<file path="src/hw/rtl/sc2a_pkg.sv">
package sc2a_pkg;

    localparam int CODE_W = 8;
    localparam int CHAR_W = 7;
    localparam int IDX_W  = 6;

    localparam logic [CODE_W-1:0] CODE_LSHIFT_MAKE  = 8'h2A;
    localparam logic [CODE_W-1:0] CODE_LSHIFT_BREAK = 8'hAA;
    localparam logic [CODE_W-1:0] CODE_RSHIFT_MAKE  = 8'h36;
    localparam logic [CODE_W-1:0] CODE_RSHIFT_BREAK = 8'hB6;
    localparam logic [CODE_W-1:0] CODE_CAPS_MAKE    = 8'h3A;
    localparam logic [CODE_W-1:0] CODE_ENTER        = 8'h1C;
    localparam logic [CODE_W-1:0] CODE_SPACE        = 8'h39;

    // Key classes for make codes below 0x40
    localparam logic [1:0] KIND_NONE   = 2'd0;
    localparam logic [1:0] KIND_SHIFT  = 2'd1;
    localparam logic [1:0] KIND_LETTER = 2'd2;
    localparam logic [1:0] KIND_FIXED  = 2'd3;

    typedef struct packed {
        logic [CODE_W-1:0] scan_code;
        logic              listener_present;
    } scan_item_t;

    typedef struct packed {
        logic [CHAR_W-1:0] char_code;
    } char_item_t;

    typedef struct packed {
        logic left_shift_down;
        logic right_shift_down;
        logic caps_lock_on;
    } sc2a_mods_t;

    function automatic logic [1:0] kind_of(input logic [IDX_W-1:0] idx);
        logic [1:0] k;
        unique case (idx) inside
            [6'h02:6'h0B], [6'h33:6'h35]:             k = KIND_SHIFT;
            [6'h10:6'h19], [6'h1E:6'h26], [6'h2C:6'h32]: k = KIND_LETTER;
            CODE_ENTER[IDX_W-1:0], CODE_SPACE[IDX_W-1:0]: k = KIND_FIXED;
            default:                                   k = KIND_NONE;
        endcase
        return k;
    endfunction

    function automatic logic [CHAR_W-1:0] plain_of(input logic [IDX_W-1:0] idx);
        logic [CHAR_W-1:0] c;
        unique case (idx)
            6'h02: c = 7'h31;
            6'h03: c = 7'h32;
            6'h04: c = 7'h33;
            6'h05: c = 7'h34;
            6'h06: c = 7'h35;
            6'h07: c = 7'h36;
            6'h08: c = 7'h37;
            6'h09: c = 7'h38;
            6'h0A: c = 7'h39;
            6'h0B: c = 7'h30;
            6'h10: c = 7'h71;
            6'h11: c = 7'h77;
            6'h12: c = 7'h65;
            6'h13: c = 7'h72;
            6'h14: c = 7'h74;
            6'h15: c = 7'h79;
            6'h16: c = 7'h75;
            6'h17: c = 7'h69;
            6'h18: c = 7'h6F;
            6'h19: c = 7'h70;
            6'h1C: c = 7'h0A;
            6'h1E: c = 7'h61;
            6'h1F: c = 7'h73;
            6'h20: c = 7'h64;
            6'h21: c = 7'h66;
            6'h22: c = 7'h67;
            6'h23: c = 7'h68;
            6'h24: c = 7'h6A;
            6'h25: c = 7'h6B;
            6'h26: c = 7'h6C;
            6'h2C: c = 7'h7A;
            6'h2D: c = 7'h78;
            6'h2E: c = 7'h63;
            6'h2F: c = 7'h76;
            6'h30: c = 7'h62;
            6'h31: c = 7'h6E;
            6'h32: c = 7'h6D;
            6'h33: c = 7'h2C;
            6'h34: c = 7'h2E;
            6'h35: c = 7'h2D;
            6'h39: c = 7'h20;
            default: c = '0;
        endcase
        return c;
    endfunction

    // Shifted digits and punctuation; letters are uppercased separately
    function automatic logic [CHAR_W-1:0] shifted_of(input logic [IDX_W-1:0] idx);
        logic [CHAR_W-1:0] c;
        unique case (idx)
            6'h02: c = 7'h21;
            6'h03: c = 7'h27;
            6'h04: c = 7'h5E;
            6'h05: c = 7'h2B;
            6'h06: c = 7'h25;
            6'h07: c = 7'h26;
            6'h08: c = 7'h2F;
            6'h09: c = 7'h28;
            6'h0A: c = 7'h29;
            6'h0B: c = 7'h3D;
            6'h33: c = 7'h3B;
            6'h34: c = 7'h3A;
            6'h35: c = 7'h5F;
            default: c = '0;
        endcase
        return c;
    endfunction

endpackage

</file>
<file path="src/hw/rtl/sc2a_keymap.sv">
module sc2a_keymap
    import sc2a_pkg::*;
(
    input  logic [CODE_W-1:0] scan_code,
    input  sc2a_mods_t        mods,
    output logic              hit,
    output logic [CHAR_W-1:0] char_code
);

    logic [IDX_W-1:0]  idx;
    logic [1:0]        kind;
    logic [CHAR_W-1:0] plain_char;
    logic              shifted;

    assign idx        = scan_code[IDX_W-1:0];
    // Codes at 0x40 and up, break codes included, map to nothing
    assign kind       = (scan_code[CODE_W-1:IDX_W] != '0) ? KIND_NONE : kind_of(idx);
    assign plain_char = plain_of(idx);
    assign shifted    = mods.left_shift_down | mods.right_shift_down;
    assign hit        = (kind != KIND_NONE);

    always_comb
    begin
        unique case (kind)
            KIND_LETTER:
            begin
                // clear bit 5 to uppercase
                char_code = (shifted | mods.caps_lock_on)
                          ? {plain_char[6], 1'b0, plain_char[4:0]} : plain_char;
            end
            KIND_SHIFT: char_code = shifted ? shifted_of(idx) : plain_char;
            KIND_FIXED: char_code = plain_char;
            default:    char_code = '0;
        endcase
    end

endmodule
</file>
<file path="config.mk">
export PLATFORM = sky130hd
export DESIGN_NAME = sc2a_keymap
export DESIGN_NICKNAME = d
export VERILOG_FILES = /design/src/hw/rtl/sc2a_pkg.sv /design/src/hw/rtl/sc2a_keymap.sv
export SDC_FILE = /design/constraint.sdc
export NUM_CORES = 1
export LEC_CHECK = 0
export ABC_AREA = 1
export BUFFER_PORTS_ARGS = -buffer_cell sky130_fd_sc_hd__buf_2
export CAP_MARGIN = 10
export CORE_UTILIZATION = 35
export DETAILED_ROUTE_END_ITERATION = 8
export PLACE_DENSITY = 0.64
export SYNTH_ARGS = -nofsm -noshare
export SYNTH_HDL_FRONTEND = slang
export SYNTH_SLANG_ARGS = --single-unit
</file>
<file path="constraint.sdc">
create_clock -name vclk -period 1.32
set_clock_uncertainty 0.1 [all_clocks]
set_input_delay 0.066 -clock vclk [all_inputs]
set_output_delay 0.066 -clock vclk [all_outputs]
set_load 0.02 [all_outputs]
</file>
## Yosys cells after proc, flatten, opt, wreduce, memory -nomap -nowiden

Memory sizes are Yosys's and may differ from the RTL's.
Index checks and enable logic that the tools add are counted.

- Flip-flop bits (word level): 0
- Bits in read-only memories: 896
- Input port bits: 11
- Output and inout port bits: 8
- Logic and storage cells: 34
- Memories: 2

- Magnitude comparators: 10
- Equal/unequal tests: 5
- Multiplexer cells: 5
- Bitwise logic cells: 2
- Reduce and logical (&&, ||, !) cells: 10

Memories:

| name | depth | bits a word | rd ports | clocked after memory_dff | write ports | line | source |
|---|---|---|---|---|---|---|---|
| (no name shown) | 64 | 7 | 1 | 0 | 0 | sc2a_pkg.sv:99 | `unique case (idx)` |
| (no name shown) | 64 | 7 | 1 | 0 | 0 | sc2a_pkg.sv:49 | `unique case (idx)` |

Operators by type and width:

| kind | number |
|---|---|
| 7-bit one-hot mux with 3 select lines | 1 |
| 6-bit <= comparator (second input constant) | 3 |
| 6-bit by 5-bit greater-or-equal comparator with 1-bit output (second input constant) | 2 |
| 6-bit greater-or-equal comparator (second input constant) | 2 |
| 7-bit two-way mux | 1 |
| 6-bit by 5-bit equality test with 1-bit output (second input constant) | 1 |
| 6-bit equality test (second input constant) | 1 |
| 6-bit by 2-bit greater-or-equal comparator with 1-bit output (second input constant) | 1 |
| 6-bit by 4-bit <= comparator with 1-bit output (second input constant) | 1 |
| 6-bit by 5-bit <= comparator with 1-bit output (second input constant) | 1 |
| 6-bit two-way mux | 1 |
| 2-bit one-hot mux with 3 select lines | 1 |
| 1-bit logical AND | 5 |
| 2-bit equality test (second input constant) | 2 |
| 2-bit nonzero test | 2 |
| 2-bit OR reduction | 2 |
| 3-bit OR reduction | 1 |
| 2-bit by 1-bit equality test with 1-bit output (second input constant) | 1 |
| 2-bit two-way mux | 1 |
| 1-bit OR | 2 |

## Depth between registers and ports, before layout

- Word-level depth: 7
- Gate-level depth with buffers: 13
- Depth with buffers taken out: 13

## Worst setup path before layout

Ideal clock, no wire load.

- Path type: input port to output port
- Start: in scan_code[0]
- End: out char_code[0]
- Arrival time: 1.349 ns
- Data required time: 1.154 ns
- Setup slack: -0.195 ns
- Stages on the path: 12
- Buffers on the path: 0
- Cells stage by stage: inv_1 ha_1 inv_1 nand2_1 nand2_1 o21ai_1 nand2_1 nand3_1 nand2_1 nor2_4 nand3_1 nand2_1

- Cells in the longest elaborated chain, start to end: 7
- Elaborated cells between the ends (all ways): 30
- Those cells by class: 10 x order compare; 5 x eq/ne; 5 x mux; 8 x reduce/logical; 2 x memory

RTL lines:

| element | line | source |
|---|---|---|
| start, declared | sc2a_keymap.sv:4 | `input logic [CODE_W-1:0] scan_code,` |
| 6-bit by 5-bit greater-or-equal comparator with 1-bit output (implied by the code) (tied with other cells) | sc2a_keymap.sv:17 | `assign kind = (scan_code[CODE_W-1:IDX_W] != '0) ? KIND_NONE : kind_of(idx);` |
| 1-bit logical AND (implied by the code) | sc2a_keymap.sv:17 |  |
| 3-bit OR reduction / 2-bit OR reduction (equally long branches) | sc2a_pkg.sv:38 | `unique case (idx) inside` |
| 2-bit one-hot mux with 3 select lines | sc2a_pkg.sv:38 |  |
| 2-bit two-way mux | sc2a_keymap.sv:17 |  |
| 2-bit equality test / 2-bit by 1-bit equality test with 1-bit output (equally long branches) | sc2a_keymap.sv:24 | `unique case (kind)` |
| 7-bit one-hot mux with 3 select lines (*) | sc2a_keymap.sv:24 |  |
| end, declared | sc2a_keymap.sv:7 | `output logic [CHAR_W-1:0] char_code` |

Mark *: on every way between the ends. The rest lies on a longest branch, timed or not.

## Worst setup path in the final report

- Start: in scan_code[1]
- End: out char_code[1]

Same word-level chain as after synthesis.

==> results.yml <==
outcome:
  outcome: "finished with violations"
  violations: "negative setup slack"
logic_synthesis:
  synthAdderAreaFrac: 0.140
  yosys_warnings: 0
  yosys-top-cells-area: "nand2_1 27%, nand3_1 15%, ha_1 14%"
  synthMuxAreaShare: 0
  synth_nets: 260
  syn_area_mm2: 0.00116
  synth_compound_area_frac: 0.140
  yosysSeqAreaShare: 0
  syn_inst: 236
  synth_top_family_by_area: "simple AND/OR/NAND/NOR gates"
  synth_area_leader_cell: "nand2_1"
  synth_xor_area_frac: 0
  yosys.area_share.simple: 0.599
  synth.avg_cell_area_um2: 4.94
  synth_top_area_frac: 0.274
  ys_types: 25
worst_setup_path:
  crit_slowest_cell: "ha_4"
  required_ns: 1.15
  crit_buf_inv: 3
  cpMostUsedCell: "nor2_4"
  critPathMaxFanout: 7
  path_cells: "buf_8, clkinvlp_4, ha_4, nand3_4, nor2_4, nor2_4, nand3_4, nor2_4, nand3_2, nand2_2, buf_6"
  arrival_ns: 1.60
  crit_type: "input pin to output port"
  crit_family: "simple AND/OR/NAND/NOR gates"
  critPathMaxStageDelay_ns: 0.25
  cp-end-kind: "output port"
  cp-start-kind: "input pin"
floorplanning:
  core_area_mm2: 0.00310
  ios: 19
  start_util: 0.375
  die_y_um: 59.7
  die_w_um: 59.7
  rows: 20
  dieArea_mm2: 0.00356
cells_and_area:
  nFillCells: 313
  design_area_mm2: 0.00206
  nFlopsAndLatches: 0
  nets: 333
  final_cell_count_no_fill: 351
  multiInputGateArea_mm2: 0.00125
  clockBufferCount: 0
  register_area_um2: 0
  n_antenna_cell: 0
  syn2layout_area_growth_pct: 76.5
  drive_gt1_frac: 0.427
  post-route-util: 0.663
sta:
  drv_slew: 0
  rsz0062_at_grt: "yes"
  layout_setup_ws_ns: -0.444
  fmax_ghz: 0.567
  fin_tns_setup_ns: -3.16
  tightest_slew_ns: 0.275
  relSlewSlack: 0.815
  min_period_ns: 1.76
  min_period_over_period: 1.34
  hold_viol_final: 0
  finalSetupViolCount: 8
pwr:
  p_clk_frac: 0
  seqPwrFrac: 0
  p_comb_frac: 1.000
  p_total_mw: 0.659
  p_int_mw: 0.296
  p_per_area_mw_per_mm2: 321
  p_sw_frac: 0.550
  peakVddDrop_mv: 0.161
  p_leak_nw: 1.06
  power.switching_mw: 0.363
routing:
  drtPass1Iterations: 4
  routed-via-count: 1776
  drt_wl_total_um: 4710
  wl_met1_um: 2000
  wl_met3_um: 200
  wl_met2_um: 2380
  viasPerCell: 5.06
  top_layer_used: "met4"
  drc_errors: 0
  avgRoutedWirePerCell_um: 13.4
  ant_nets: 0
  dr.first_iter.drc_count: 60
min_path:
  holdPathEnd: "hit"
  hold-path-cell-count: 6
  holdCritPathClass: "input pin to output port"
  hold_path.startpoint: "scan_code[6]"
grt:
  overflow: 0
  grt_max_degree: 17
  grt_pass1_wl_um: 7600
  antenna_found_initial: 0
  grt_usage: 0.283
  grt_pass1_vias: 1639
placement:
  placed_cell_area_mm2: 0.00176
  gp_congestion: 1.01
  dp_hpwl_um: 3700
  placed_cells: 350
  port_buffers: 19
flow_run:
  cap_violations: 0
how the worst max path moves through the flow:
stage / start / to / slack (ns) / cells past startpoint
finish: scan_code[1] / char_code[1] / -0.44 / 11
floorplan: scan_code[0] / char_code[0] / -0.09 / 12
global route: scan_code[1] / char_code[5] / -0.52 / 12
CTS: scan_code[1] / char_code[5] / -0.46 / 13
global placement: scan_code[1] / char_code[2] / -0.54 / 13
detailed placement: scan_code[1] / char_code[5] / -0.54 / 13
final cells by class:
| cell class | count | area share |
|---|---|---|
| Multi-Input combinational cell | 203 | 0.610 |
| Inverter | 24 | 0.0487 |
| Tap cell | 44 | 0.0268 |
| Timing Repair Buffer | 80 | 0.315 |
power by group through the flow:
stage,combinational (mW),clock (mW),sequential [mW]
2_1_floorplan,0.299,0,0
3_3_place_gp,0.552,0,0
3_5_place_dp,0.553,0,0
4_1_cts,0.609,0,0
5_1_grt,0.719,0,0
6_report,0.659,0,0
worst min-delay path, delay by kind of cell:
kind | cells | cell delay [ns]
buf+inv | 3 | 0.29
simple gates | 3 | 0.20
cells by family (layout without fill, tap and decap cells):
logic type                 Yosys count  in the layout
and+or+nand+nor                    161            161
buffers and inverters               33            104
AOI/OAI and AO/OA                   29             29
adders and majority gates           13             13
per-stage QoR:
stage / setup slack (ns) / hold WS [ns]
after detailed placement: -0.544 / 0.570
after CTS: -0.463 / 0.537
after floorplan: -0.0888 / 0.274
after global routing: -0.525 / 0.577
final: -0.444 / 0.523
after global placement: -0.542 / 0.566
metal layers:
metal,vias to the layer above,global-route usage
met5,-,0
met4,0,0.0963
met3,10,0.0108
met2,56,0.506
met1,802,0.360
li1,908,-
cell usage after synthesis (3+ instances only):
master and instances:
nand2_1 85, buf_2 5, a21oi_1 6, inv_2 4
buf_4 3, o211ai_1 3, nor2_1 27, or2_1 3
o21ai_1 4, ha_1 13, nand3_1 34, o21ai_0 12
nand4_1 4, inv_1 19
placed cells by master (no fill, tap or decap), types with 2 or more instances in the layout:
| cell | n |
|---|---|
| a21oi_1 | 6 |
| nand3_4 | 3 |
| inv_2 | 4 |
| buf_2 | 9 |
| or2_1 | 3 |
| nand2_4 | 3 |
| buf_4 | 56 |
| nor2_4 | 3 |
| o21ai_0 | 12 |
| clkinvlp_4 | 2 |
| ha_1 | 7 |
| nand2_2 | 12 |
| o21ai_4 | 2 |
| nand3_2 | 8 |
| nor2_1 | 24 |
| nand4_1 | 4 |
| buf_6 | 13 |
| nand2_1 | 72 |
| inv_1 | 16 |
| o211ai_1 | 3 |
| or2_2 | 2 |
| nand3_1 | 24 |
| nor2_2 | 3 |
| ha_4 | 5 |
repair_timing:
item	in CTS	in global routing
pin swaps	12	14
endpoints found under the hold margin	0	0
endpoints found under the setup margin	8	8
cloned	0	0
resized for setup	39	27
hold buffers	0	0
buffers inserted	1	1
Note: power is estimated with default switching activity, not from simulation.
