==> src/hw/rtl/sc2a_pkg.sv <==
package sc2a_pkg;

    localparam int CODE_W = 8;
    localparam int CHAR_W = 7;
    localparam int IDX_W  = 6;

    localparam logic [CODE_W-1:0] CODE_LSHIFT_MAKE  = 8'h2A;
    localparam logic [CODE_W-1:0] CODE_LSHIFT_BREAK = 8'hAA;
    localparam logic [CODE_W-1:0] CODE_RSHIFT_MAKE  = 8'h36;
    localparam logic [CODE_W-1:0] CODE_RSHIFT_BREAK = 8'hB6;
    localparam logic [CODE_W-1:0] CODE_CAPS_MAKE    = 8'h3A;
    localparam logic [CODE_W-1:0] CODE_ENTER        = 8'h1C;
    localparam logic [CODE_W-1:0] CODE_SPACE        = 8'h39;

    // Key classes for make codes below 0x40
    localparam logic [1:0] KIND_NONE   = 2'd0;
    localparam logic [1:0] KIND_SHIFT  = 2'd1;
    localparam logic [1:0] KIND_LETTER = 2'd2;
    localparam logic [1:0] KIND_FIXED  = 2'd3;

    typedef struct packed {
        logic [CODE_W-1:0] scan_code;
        logic              listener_present;
    } scan_item_t;

    typedef struct packed {
        logic [CHAR_W-1:0] char_code;
    } char_item_t;

    typedef struct packed {
        logic left_shift_down;
        logic right_shift_down;
        logic caps_lock_on;
    } sc2a_mods_t;

    function automatic logic [1:0] kind_of(input logic [IDX_W-1:0] idx);
        logic [1:0] k;
        unique case (idx) inside
            [6'h02:6'h0B], [6'h33:6'h35]:             k = KIND_SHIFT;
            [6'h10:6'h19], [6'h1E:6'h26], [6'h2C:6'h32]: k = KIND_LETTER;
            CODE_ENTER[IDX_W-1:0], CODE_SPACE[IDX_W-1:0]: k = KIND_FIXED;
            default:                                   k = KIND_NONE;
        endcase
        return k;
    endfunction

    function automatic logic [CHAR_W-1:0] plain_of(input logic [IDX_W-1:0] idx);
        logic [CHAR_W-1:0] c;
        unique case (idx)
            6'h02: c = 7'h31;
            6'h03: c = 7'h32;
            6'h04: c = 7'h33;
            6'h05: c = 7'h34;
            6'h06: c = 7'h35;
            6'h07: c = 7'h36;
            6'h08: c = 7'h37;
            6'h09: c = 7'h38;
            6'h0A: c = 7'h39;
            6'h0B: c = 7'h30;
            6'h10: c = 7'h71;
            6'h11: c = 7'h77;
            6'h12: c = 7'h65;
            6'h13: c = 7'h72;
            6'h14: c = 7'h74;
            6'h15: c = 7'h79;
            6'h16: c = 7'h75;
            6'h17: c = 7'h69;
            6'h18: c = 7'h6F;
            6'h19: c = 7'h70;
            6'h1C: c = 7'h0A;
            6'h1E: c = 7'h61;
            6'h1F: c = 7'h73;
            6'h20: c = 7'h64;
            6'h21: c = 7'h66;
            6'h22: c = 7'h67;
            6'h23: c = 7'h68;
            6'h24: c = 7'h6A;
            6'h25: c = 7'h6B;
            6'h26: c = 7'h6C;
            6'h2C: c = 7'h7A;
            6'h2D: c = 7'h78;
            6'h2E: c = 7'h63;
            6'h2F: c = 7'h76;
            6'h30: c = 7'h62;
            6'h31: c = 7'h6E;
            6'h32: c = 7'h6D;
            6'h33: c = 7'h2C;
            6'h34: c = 7'h2E;
            6'h35: c = 7'h2D;
            6'h39: c = 7'h20;
            default: c = '0;
        endcase
        return c;
    endfunction

    // Shifted digits and punctuation; letters are uppercased separately
    function automatic logic [CHAR_W-1:0] shifted_of(input logic [IDX_W-1:0] idx);
        logic [CHAR_W-1:0] c;
        unique case (idx)
            6'h02: c = 7'h21;
            6'h03: c = 7'h27;
            6'h04: c = 7'h5E;
            6'h05: c = 7'h2B;
            6'h06: c = 7'h25;
            6'h07: c = 7'h26;
            6'h08: c = 7'h2F;
            6'h09: c = 7'h28;
            6'h0A: c = 7'h29;
            6'h0B: c = 7'h3D;
            6'h33: c = 7'h3B;
            6'h34: c = 7'h3A;
            6'h35: c = 7'h5F;
            default: c = '0;
        endcase
        return c;
    endfunction

endpackage

==> src/hw/rtl/sc2a_shift_state.sv <==
module sc2a_shift_state
    import sc2a_pkg::*;
(
    input  logic              clk,
    input  logic              rst_n,
    input  logic              update,
    input  logic [CODE_W-1:0] scan_code,
    output sc2a_mods_t        mods
);

    sc2a_mods_t mods_reg;
    sc2a_mods_t mods_next;

    always_comb
    begin
        mods_next = mods_reg;
        if (update)
        begin
            unique case (scan_code)
                CODE_LSHIFT_MAKE:  mods_next.left_shift_down  = 1'b1;
                CODE_LSHIFT_BREAK: mods_next.left_shift_down  = 1'b0;
                CODE_RSHIFT_MAKE:  mods_next.right_shift_down = 1'b1;
                CODE_RSHIFT_BREAK: mods_next.right_shift_down = 1'b0;
                CODE_CAPS_MAKE:    mods_next.caps_lock_on     = ~mods_reg.caps_lock_on;
                default:           mods_next = mods_reg;
            endcase
        end
    end

    always_ff @(posedge clk or negedge rst_n)
    begin
        if (!rst_n)
        begin
            mods_reg <= '0;
        end
        else
        begin
            mods_reg <= mods_next;
        end
    end

    assign mods = mods_reg;

endmodule

==> config.mk <==
export PLATFORM = sky130hd
export DESIGN_NAME = sc2a_shift_state
export DESIGN_NICKNAME = d
export VERILOG_FILES = /design/src/hw/rtl/sc2a_pkg.sv /design/src/hw/rtl/sc2a_shift_state.sv
export SDC_FILE = /design/constraint.sdc
export NUM_CORES = 1
export LEC_CHECK = 0
export BUFFER_PORTS_ARGS = -buffer_cell sky130_fd_sc_hd__buf_2
export CAP_MARGIN = 40
export CORE_AREA = 4 4 41 43
export DETAILED_ROUTE_END_ITERATION = 7
export DIE_AREA = 0 0 45 47
export GPL_TIMING_DRIVEN = 0
export PLACE_DENSITY = 0.5
export SYNTH_ARGS = -nofsm -noshare
export SYNTH_HDL_FRONTEND = slang
export SYNTH_SLANG_ARGS = --single-unit
==> constraint.sdc <==
create_clock -name clk -period 1.15 [get_ports clk]
set_input_delay 0.23 -clock clk [delete_from_list [all_inputs] [get_ports clk]]
set_output_delay 0.23 -clock clk [all_outputs]
set_load 0.02 [all_outputs]
### Word-level counts from Yosys, hierarchy flattened

Cells that the tools add are included.

* register bits after elaboration: 3
* bits of input ports: 11
* output and inout port bits: 3
* word-level logic and storage cells: 16

* equality and inequality tests: 5
* muxes and demuxes: 2
* bitwise logic cells: 1
* reductions and logical operators: 5

Operators with widths (count)
* 8-bit by 6-bit == test with 1-bit output, second input constant: 3
* 8-bit == test, second input constant: 2
* 2-bit AND reduction: 3
* 1-bit one-hot mux with 2 select lines: 2
* 2-bit nonzero test: 2
* 1-bit NOT: 1

### Depth between registers and ports, before layout

Gate-level depths: netlist of run 1.

* word-level depth: 3
* mapped depth: 3
* mapped depth without buffers: 3

### Worst setup path before layout of run 1

No wires, ideal clock.

* kind: input to register
* from: input port scan_code[0]
* to: register mods_reg, in the netlist mods[2]
* library setup time: 79 ps
* data arrival time: 837 ps
* required time: 1071 ps
* setup slack: 234 ps
* cell stages on the path: 3
* buffers on the path: 0
* cells stage by stage: nand2b_1 nor4_2 mux2i_1

* longest elaborated chain between the ends: 3
* elaborated cells on any way between the ends: 5

RTL lines
* from (decl): line sc2a_shift_state.sv:7 `input logic [CODE_W-1:0] scan_code,`
* 8-bit == test or 8-bit by 6-bit == test with 1-bit output (tied branches): line sc2a_shift_state.sv:19 `unique case (scan_code)`
* 2-bit nonzero test (no line)
* 2-bit AND reduction (no line)
* to (signal assigned): line sc2a_shift_state.sv:38 `mods_reg <= mods_next;`
* to (decl): line sc2a_shift_state.sv:11 `sc2a_mods_t mods_reg;`

Parallel ways exist; a longest one is shown, timed or not.
A chain may end at the register's enable or synchronous reset.

### Worst setup path after layout of run 1

* from: register mods_reg, in the netlist mods[0]
* to: output port mods[0] (netlist bit)

RTL lines
* to (decl): line sc2a_shift_state.sv:8 `output sc2a_mods_t mods`

No word-level cell between the ends.

==> results list, run 1 <==
- Outcome: complete, no violations
* Root Driver: sky130_fd_sc_hd__clkbuf_4
- The clock passes through at most 2 buffers.
* Average cell area after synthesis: between 10 and 15 sq um
- Endpoint, Worst Hold: mods[2]$_DFFE_PN0P_
- The floorplan step set the die width to ~45 um.
* Slew Viols, Final: 0
- The register with the most flip-flops in the layout has 3 of them.
* Max-cap viol count: 0
- The Yosys step of the flow raised 0 warnings.
- TritonCTS built the clock tree.
* Flop-to-flop setup slack: 0.49 ns
* Length of the first detailed-routing pass in iterations: 1
- Synthesis produced a netlist with a net count of 28.
- Share of Yosys cell area claimed by the top area cell type: 34.7%
- The tightest hold path in the finished design has a slack of 0.255 ns.
* Overflow left after global routing: 0
* Number of cells traversed by the worst hold path: 2
- Final antenna-violating net count: 0
- Crit share post-route: roughly 86%
- STA classifies the critical path startpoint as a flip-flop.
- Layout overhead on the synthesized area: 55.5%
- The number of buffers and inverters on the critical path is 1.
* PwrDens: 1120 nW/um^2
- For this run, design rule violations remaining after detail routing come to 0.
- The design draws 0.000376 W.
- For this design the top-level I/O count stands at 14.
- The synthesized netlist contains 9 unique library cells.
* Cells along the critical path: buf_2
- Data arrives at the worst endpoint at about 0.76 ns.
* Worst Hold Class: input pin to flip-flop
- The setup path with the least slack is of type flip-flop to output pin.
* Worst path top cell family by delay: flip-flops
* Most used flip-flop cell after synthesis: sky130_fd_sc_hd__dfrtp_1
- Entering global routing, the biggest net connects 4 pins.
- The worst hold path begins at scan_code[7].
- Via Count: 176
- Net total in the final layout: 47
- Overall routing resource usage: 5.45%
- Reg2Reg Depth: 1
* Cell area after placement: 300 sq um
- Buffers added to address setup during post-CTS repair amount to 0.
- The number of antenna diodes in the final layout is 0.
- The startpoint identified for the worst register-to-register timing path is mods[0]$_DFFE_PN0P_.
- Async set or reset register ratio after synthesis: 100%
* Detailed-route wire length per cell: around 9.1 um
- Required time of the worst setup path: 0.92 ns
- After floorplanning, the core was sized to cover 1300 sq um.
* Ratio of routed vias to standard cells: 3.52
- Slew at the pin closest to its max-slew limit: about 0.25 ns
- Cts repair resizes: 0
* First DRT Iteration DRCs: 0
- On the worst path, the slowest cell contributes a delay of 0.37 ns.
* Reported leakage power: 0.170 nW
- Including well taps, the total number of placed cells is 45.
* Max Clock Freq: 1010 MHz
- Setup repair after global routing left no endpoint under its margin.
- Gate count of the mapped netlist: 17
* Max H-tree Level: 1
* Cell Rows: 13
- Once the floorplan was initialized, standard cells occupied 16.6% of the core.
* Detailed Place HPWL: 402 um
- Largest driver fanout on the critical path: 2
- Post-Route Setup TNS: 0 ns
- The first global-routing pass estimated approximately 790 um of wire.
- Total of flip-flops plus latches after synthesis: 3
- Headroom to the max-slew limit came out at between 80% and 90%.
- For the worst-skew pair, the clock arrives at the later sink with an insertion delay of 0.23 ns.
- The via count of the first global-routing pass is 217.
* Post-synthesis instance area: 216 sq um
* Number of buffers created by CTS: 3
- Fill cells: 153
- Initial antenna violation count: 0
- Count of final hold-check violations: 0
- The die is between 40 and 50 um tall.
- Setup violations remaining at the end of the flow were counted as 0.
* Post-synth EDFFs: 0
- Endpoint of the worst-slack reg-to-reg timing path: mods[0]$_DFFE_PN0P_
- Of all cell types, the one taking the most synthesized area is sky130_fd_sc_hd__dfrtp_1.
- The die covers approximately 2100 sq um.
* Fraction of final layout cells sized beyond drive strength 1: 62.9%
- The clock arrives with 0 ns of skew.
- Among all stages on the critical path, the largest delay is contributed by sky130_fd_sc_hd__dfrtp_1.
- Clock-pin transition on the worst setup and hold timing paths: 0.04 ns
- Sequential fraction of the synthesis area: 34.7%
* Critical Path Sink Type: output pin
- Wire length reported by the detailed router: 457 um
* Final instance area: 337 sq um
- Final std cells w/o fill: 50
- Commonest cells post-synth: 3 x sky130_fd_sc_hd__dfrtp_1, 3 x sky130_fd_sc_hd__inv_1
* Highest ir drop seen on vdd: 0.000369 V
- Gpl congestion: 0.628
- CTS Sinks: 3
- Leading post-synthesis cells by cell area: sky130_fd_sc_hd__dfrtp_1 35%, sky130_fd_sc_hd__nand2b_4 13%, sky130_fd_sc_hd__nor4_2 12%
- Buffers placed on the I/O ports in this run total 13.
- The worst path needs 0.994 ns of the cycle, external delays included.
[layer usage]
layer | track usage [%] | part of all wire, % | vias to the layer above
li1 | - | - | 93
met1 | 6.15 | 44 | 69
met2 | 6.78 | 35 | 14
met3 | 3.45 | 21 | 0
met4 | 5.26 | 0 | 0
met5 | 0 | 0 | -
[area by class of cell]
type	instances	area, sq um	share of cell area (%)
clock buffers	4	26.3	7.81
multi-input cells	11	130	38.7
well taps	15	18.8	5.58
inverters	3	11.3	3.35
flip-flops and latches	3	75.1	22.3
repair buffers	14	75.1	22.3
[worst max-delay path by stage]
stage / from / endpoint / slack, ns / cells after the start
2_1_floorplan: scan_code[0] / mods[2]$_DFFE_PN0P_ / 0.23 / 3
3_3_place_gp: scan_code[0] / mods[1]$_DFFE_PN0P_ / 0.05 / 4
3_5_place_dp: scan_code[0] / mods[1]$_DFFE_PN0P_ / 0.06 / 4
4_1_cts: mods[0]$_DFFE_PN0P_ / mods[0] / 0.14 / 1
5_1_grt: mods[0]$_DFFE_PN0P_ / mods[0] / 0.11 / 1
6_report: mods[0]$_DFFE_PN0P_ / mods[0] / 0.16 / 1
[kinds of logic (layout without fill, tap and decap cells)]
logic type / Yosys count / after routing / share of synthesized area (%)
XOR/XNOR: 1 / 1 / 4.05
buffers and inverters: 3 / 21 / 5.20
flip-flops: 3 / 3 / 34.7
multiplexers: 2 / 2 / 9.25
AND/OR/NAND/NOR: 8 / 8 / 46.8
[through the flow]
stage / util (%) / worst slack (ns)
after floorplan: - / 0.234
after global placement: 23.1 / 0.0494
after detailed placement: 23.1 / 0.0554
after CTS: 25.9 / 0.139
after global routing: 25.9 / 0.111
final: 25.9 / 0.156
[cell usage in the layout (no fill, tap or decap)]
master / n
sky130_fd_sc_hd__clkbuf_4: 3
sky130_fd_sc_hd__dfrtp_1: 3
sky130_fd_sc_hd__inv_1: 3
sky130_fd_sc_hd__dlygate4sd3_1: 1
sky130_fd_sc_hd__xor2_1: 1
sky130_fd_sc_hd__nand2b_4: 2
sky130_fd_sc_hd__nor4_4: 1
sky130_fd_sc_hd__mux2i_1: 2
sky130_fd_sc_hd__buf_2: 13
sky130_fd_sc_hd__clkbuf_1: 1
sky130_fd_sc_hd__nand2b_1: 2
sky130_fd_sc_hd__nor4_2: 2
sky130_fd_sc_hd__nand4b_2: 1
[power breakdown]
group | internal [W] | leakage (nW) | switching (W)
clock network | 0.000130 | 0.0150 | 0.0000511
registers | 0.000115 | 0.0322 | 0.00000428
logic | 0.0000348 | 0.123 | 0.0000409
[what timing repair did]
item / 4_1_cts / 5_1_grt
endpoints found under the setup margin: 0 / 0
endpoints found under the hold margin: 3 / 0
hold buffers: 1 / 0
Power figures use the tool's default switching activity.
==> run 2: changes to the inputs <==
- ABC_AREA: unset -> 1
- MAX_ROUTING_LAYER: unset -> met4
- PLACE_DENSITY: 0.5 -> 0.49
==> run 2 against run 1 <==
Power decreased by 1.5%. Critical path depth unchanged. Global-route usage increased by 0.35 points. Hold slack got worse by 0.031 ns. Clock skew unchanged. Non-clock buffer count unchanged. Utilization decreased by 0.67 points. Cell count increased by 22%. Area after synthesis decreased by 4.0%. Critical endpoint unchanged. Highest routed layer unchanged.
==> results list, run 2 <==
- CTS Buffer Depth: 2
- Count of final hold-check violations: 0
- Between clock sinks in the finished design, the worst skew comes to 0 ns.
* Root Driver: sky130_fd_sc_hd__clkbuf_4
- CTS Sinks: 3
- The Yosys step of the flow raised 0 warnings.
* Required time of the worst setup path: between 0.9 and 1 ns
* Largest register FFs: 3
- After synthesis the cells add up to 208 sq um.
* Pin count of the biggest net entering global routing: 5
* Time the worst path needs with I/O delays and setup: between 0.9 and 1 ns
- Effective utilization at floorplan: roughly 16%
- Routability-driven placement finished with a final weighted congestion of between 0.6 and 0.7.
- For the pin with the worst max-slew slack, the measured transition is 0.159 ns.
* Largest driver fanout on the critical path: 3
- Port buffering added 13 buffers.
* Async set or reset register ratio after synthesis: 100%
- Gate count of the mapped netlist: 28
- In the routed design, unresolved DRC markers number 0.
* Die footprint: 2120 sq um
- The tool flagged a number of max-cap violations equal to 0.
- When the netlist entered floorplanning its net count stood at 39.
* Biggest area consumer among synthesized cells: sky130_fd_sc_hd__dfrtp_1
- The synthesized design contains 0 enable-type register cells.
* Core area: 1300 sq um
* Commonest cells post-synth: 9 x sky130_fd_sc_hd__nand2_1, 5 x sky130_fd_sc_hd__inv_1, 3 x sky130_fd_sc_hd__dfrtp_1
* Worst setup SP type: flip-flop
- Rel. slew slack: around 89%
- After the last flow step, the layout net total stands at 58.
- Detailed-route wire length per cell: 7.87 um
- The number of antenna diodes in the final layout is 0.
- Clock-pin slew was measured on the worst setup and hold paths at 0.03 ns.
* Worst path top cell family by delay: flip-flops
- Total setup violations reported at the end of the flow: 0
* Fill cells: 153
- Vias in the first global route: 208
- For this design the ratio of total power to cell area is 1130 nW/um^2.
- Length of the first detailed-routing pass in iterations: 2
- Data arrives at the worst endpoint at 0.77 ns.
- Based on the critical path, the design can be clocked at up to 1000 MHz.
- Using the TritonRoute via totals, the vias-per-cell ratio works out to 3.52.
- Average cell area after synthesis: 7.42 sq um
- 14 I/O pins were placed.
* Slew Viols, Final: 0
- The synthesized netlist devotes 0% of its cell area to XOR and XNOR gates.
- Total of flip-flops plus latches after synthesis: 3
* Crit share post-route: 86.6%
- The most common cell in the synthesized netlist is sky130_fd_sc_hd__nand2_1.
* Final antenna-violating net count: 0
- In the final layout, the share of cells above drive strength 1 is 45.7%.
* Detailed Place HPWL: 410 um
- The flow ran to the end, and the final reports show no timing, DRC or antenna violations.
- Final std cells w/o fill: 61
* Layout overhead on the synthesized area: 57.8%
* Highest ir drop seen on vdd: 0.000444 V
* Worst Hold Class: input pin to flip-flop
- Buffers inserted during clock tree synthesis total 3.
- The worst setup path is captured at an output pin.
- Clock latency at the later pin of the worst-skew pair: 0.23 ns
- Of the total synthesized cell area, the portion taken by AND, OR, NAND and NOR gates is 52.4%.
* Share of Yosys cell area claimed by the top area cell type: 36.1%
* Die height: 47 um
- Global-route wire length before repair: 779 um
- CP max stage cell: sky130_fd_sc_hd__dfrtp_1
- Arithmetic-cell share of the synthesized area counting full adders, half adders and majority gates: 0%
- Walking the worst path, the cells encountered are buf_2.
* Compound-gate portion of the synthesized area: 2.41%
* CP bufs+invs: 1
- Via Count: 215
- Dominant combinational cell family by area after synthesis: simple AND/OR/NAND/NOR gates
- Max H-tree Level: 1
- Sequential cells were found to cover 36.1% of the synthesized design area.
- Summed over all layers, the global routing overflow is 0.
- Distinct cell type count after synthesis: 12
- The number of placed instances, taps included, is 56.
- Postcts setup bufs: 0
- Startpoint-to-endpoint class of the critical path: flip-flop to output pin
- In the synthesized netlist the dominant register cell turns out to be sky130_fd_sc_hd__dfrtp_1.
* Delay contributed by the slowest stage of the critical path: around 0.38 ns
- Leading cell type in the layout, fill and taps excluded: sky130_fd_sc_hd__buf_2
- Width of the die: 45 um
* Post-Route Setup TNS: 0 ns
- Overall routing resource usage: under 10%
* Cell Rows: 13
* Mux contribution to synthesized area: 0%
* Wire length reported by the detailed router: 480 um
* Reported leakage power: 0.172 nW
* Top library cells by usage in the layout, fill and taps aside: 13 x sky130_fd_sc_hd__buf_2, 9 x sky130_fd_sc_hd__nand2_1, 5 x sky130_fd_sc_hd__inv_1, 3 x sky130_fd_sc_hd__clkbuf_4, 3 x sky130_fd_sc_hd__dfrtp_1
- TritonCTS clock tree: done
- After synthesis, the cell types taking the most area are sky130_fd_sc_hd__dfrtp_1 36%, sky130_fd_sc_hd__nand2_1 16%, sky130_fd_sc_hd__inv_1 9.0%.
- Initial antenna violation count: 0
- First DRT Iteration DRCs: 3
- RSZ-0062 raised after global routing: false
==> run 2: changes by cell type after synthesis, sizes merged, moves of 2 or more <==
cell,change
inv,+2
nor4,-3
nand2,+10
nor2,+3
nand2b,-4
nand3,+3
mux2i,-2
==> run 2: timing repair <==
| action | in CTS | in global routing |
|---|---|---|
| hold endpoints to repair | 3 | 0 |
| resized for setup | 0 | 0 |
| hold buffers | 1 | 0 |
| setup endpoints to repair | 0 | 0 |
==> run 2: metrics by stage <==
step                      setup slack (ns)  utilization [%]  total power [W]  hold WS [ns]  area (sq um)
after global routing                 0.109             25.2         0.000405         0.210           328
final                                0.154             25.2         0.000370         0.224           328
after global placement               0.269             22.4         0.000190        0.0277           292
after detailed placement             0.272             22.4         0.000190        0.0280           292
after CTS                            0.137             25.2         0.000383         0.214           328
after floorplan                      0.413                -         0.000154       -0.0656           208
==> run 2: cell families (layout without fill, tap and decap cells) <==
kind of cell | count (synthesis) | in the layout
compound gates | 1 | 1
simple gates | 19 | 19
flops | 3 | 3
buf+inv | 5 | 23
==> run 2: cell type report <==
cell class / count / area, sq um / share of cell area (%)
tap: 15 / 18.8 / 5.73
sequential: 3 / 75.1 / 22.9
inverter: 5 / 18.8 / 5.73
multi-input combinational: 20 / 114 / 34.7
clock buffer: 4 / 26.3 / 8.02
timing repair buffer: 14 / 75.1 / 22.9
==> run 2: path summary, 6_finish.rpt <==
| check | startpoint | depth (start not counted) | slack, ns | endpoint |
|---|---|---|---|---|
| worst max register to register | mods[0]$_DFFE_PN0P_ | 2 | 0.49 | mods[0]$_DFFE_PN0P_ |
| max in group asynchronous | rst_n | 2 | 0.72 | mods[2]$_DFFE_PN0P_ |
| worst max-delay path | mods[0]$_DFFE_PN0P_ | 1 | 0.15 | mods[0] |
| worst min-delay path | scan_code[7] | 2 | 0.22 | mods[1]$_DFFE_PN0P_ |
| worst min register to register | mods[0]$_DFFE_PN0P_ | 2 | 0.48 | mods[0]$_DFFE_PN0P_ |
| min in group asynchronous | rst_n | 2 | 0.33 | mods[1]$_DFFE_PN0P_ |
==> run 2: where the power goes <==
part	internal, W	leakage [nW]	switching, W	total [W]
clock	0.000130	0.0150	0.0000502	0.000180
combinational	0.0000313	0.121	0.0000393	0.0000706
sequential	0.000115	0.0365	0.00000484	0.000120
==> run 2: layer usage <==
layer  track usage (%)  share of wire, %  wire, um  vias to the layer above
met5                 -                 0         0                        -
met4              7.02                 0         0                        0
met3              1.15               6.5        31                        0
met2              7.63                48       228                        9
met1              6.64                46       219                       82
li1                  -                 -         -                      124
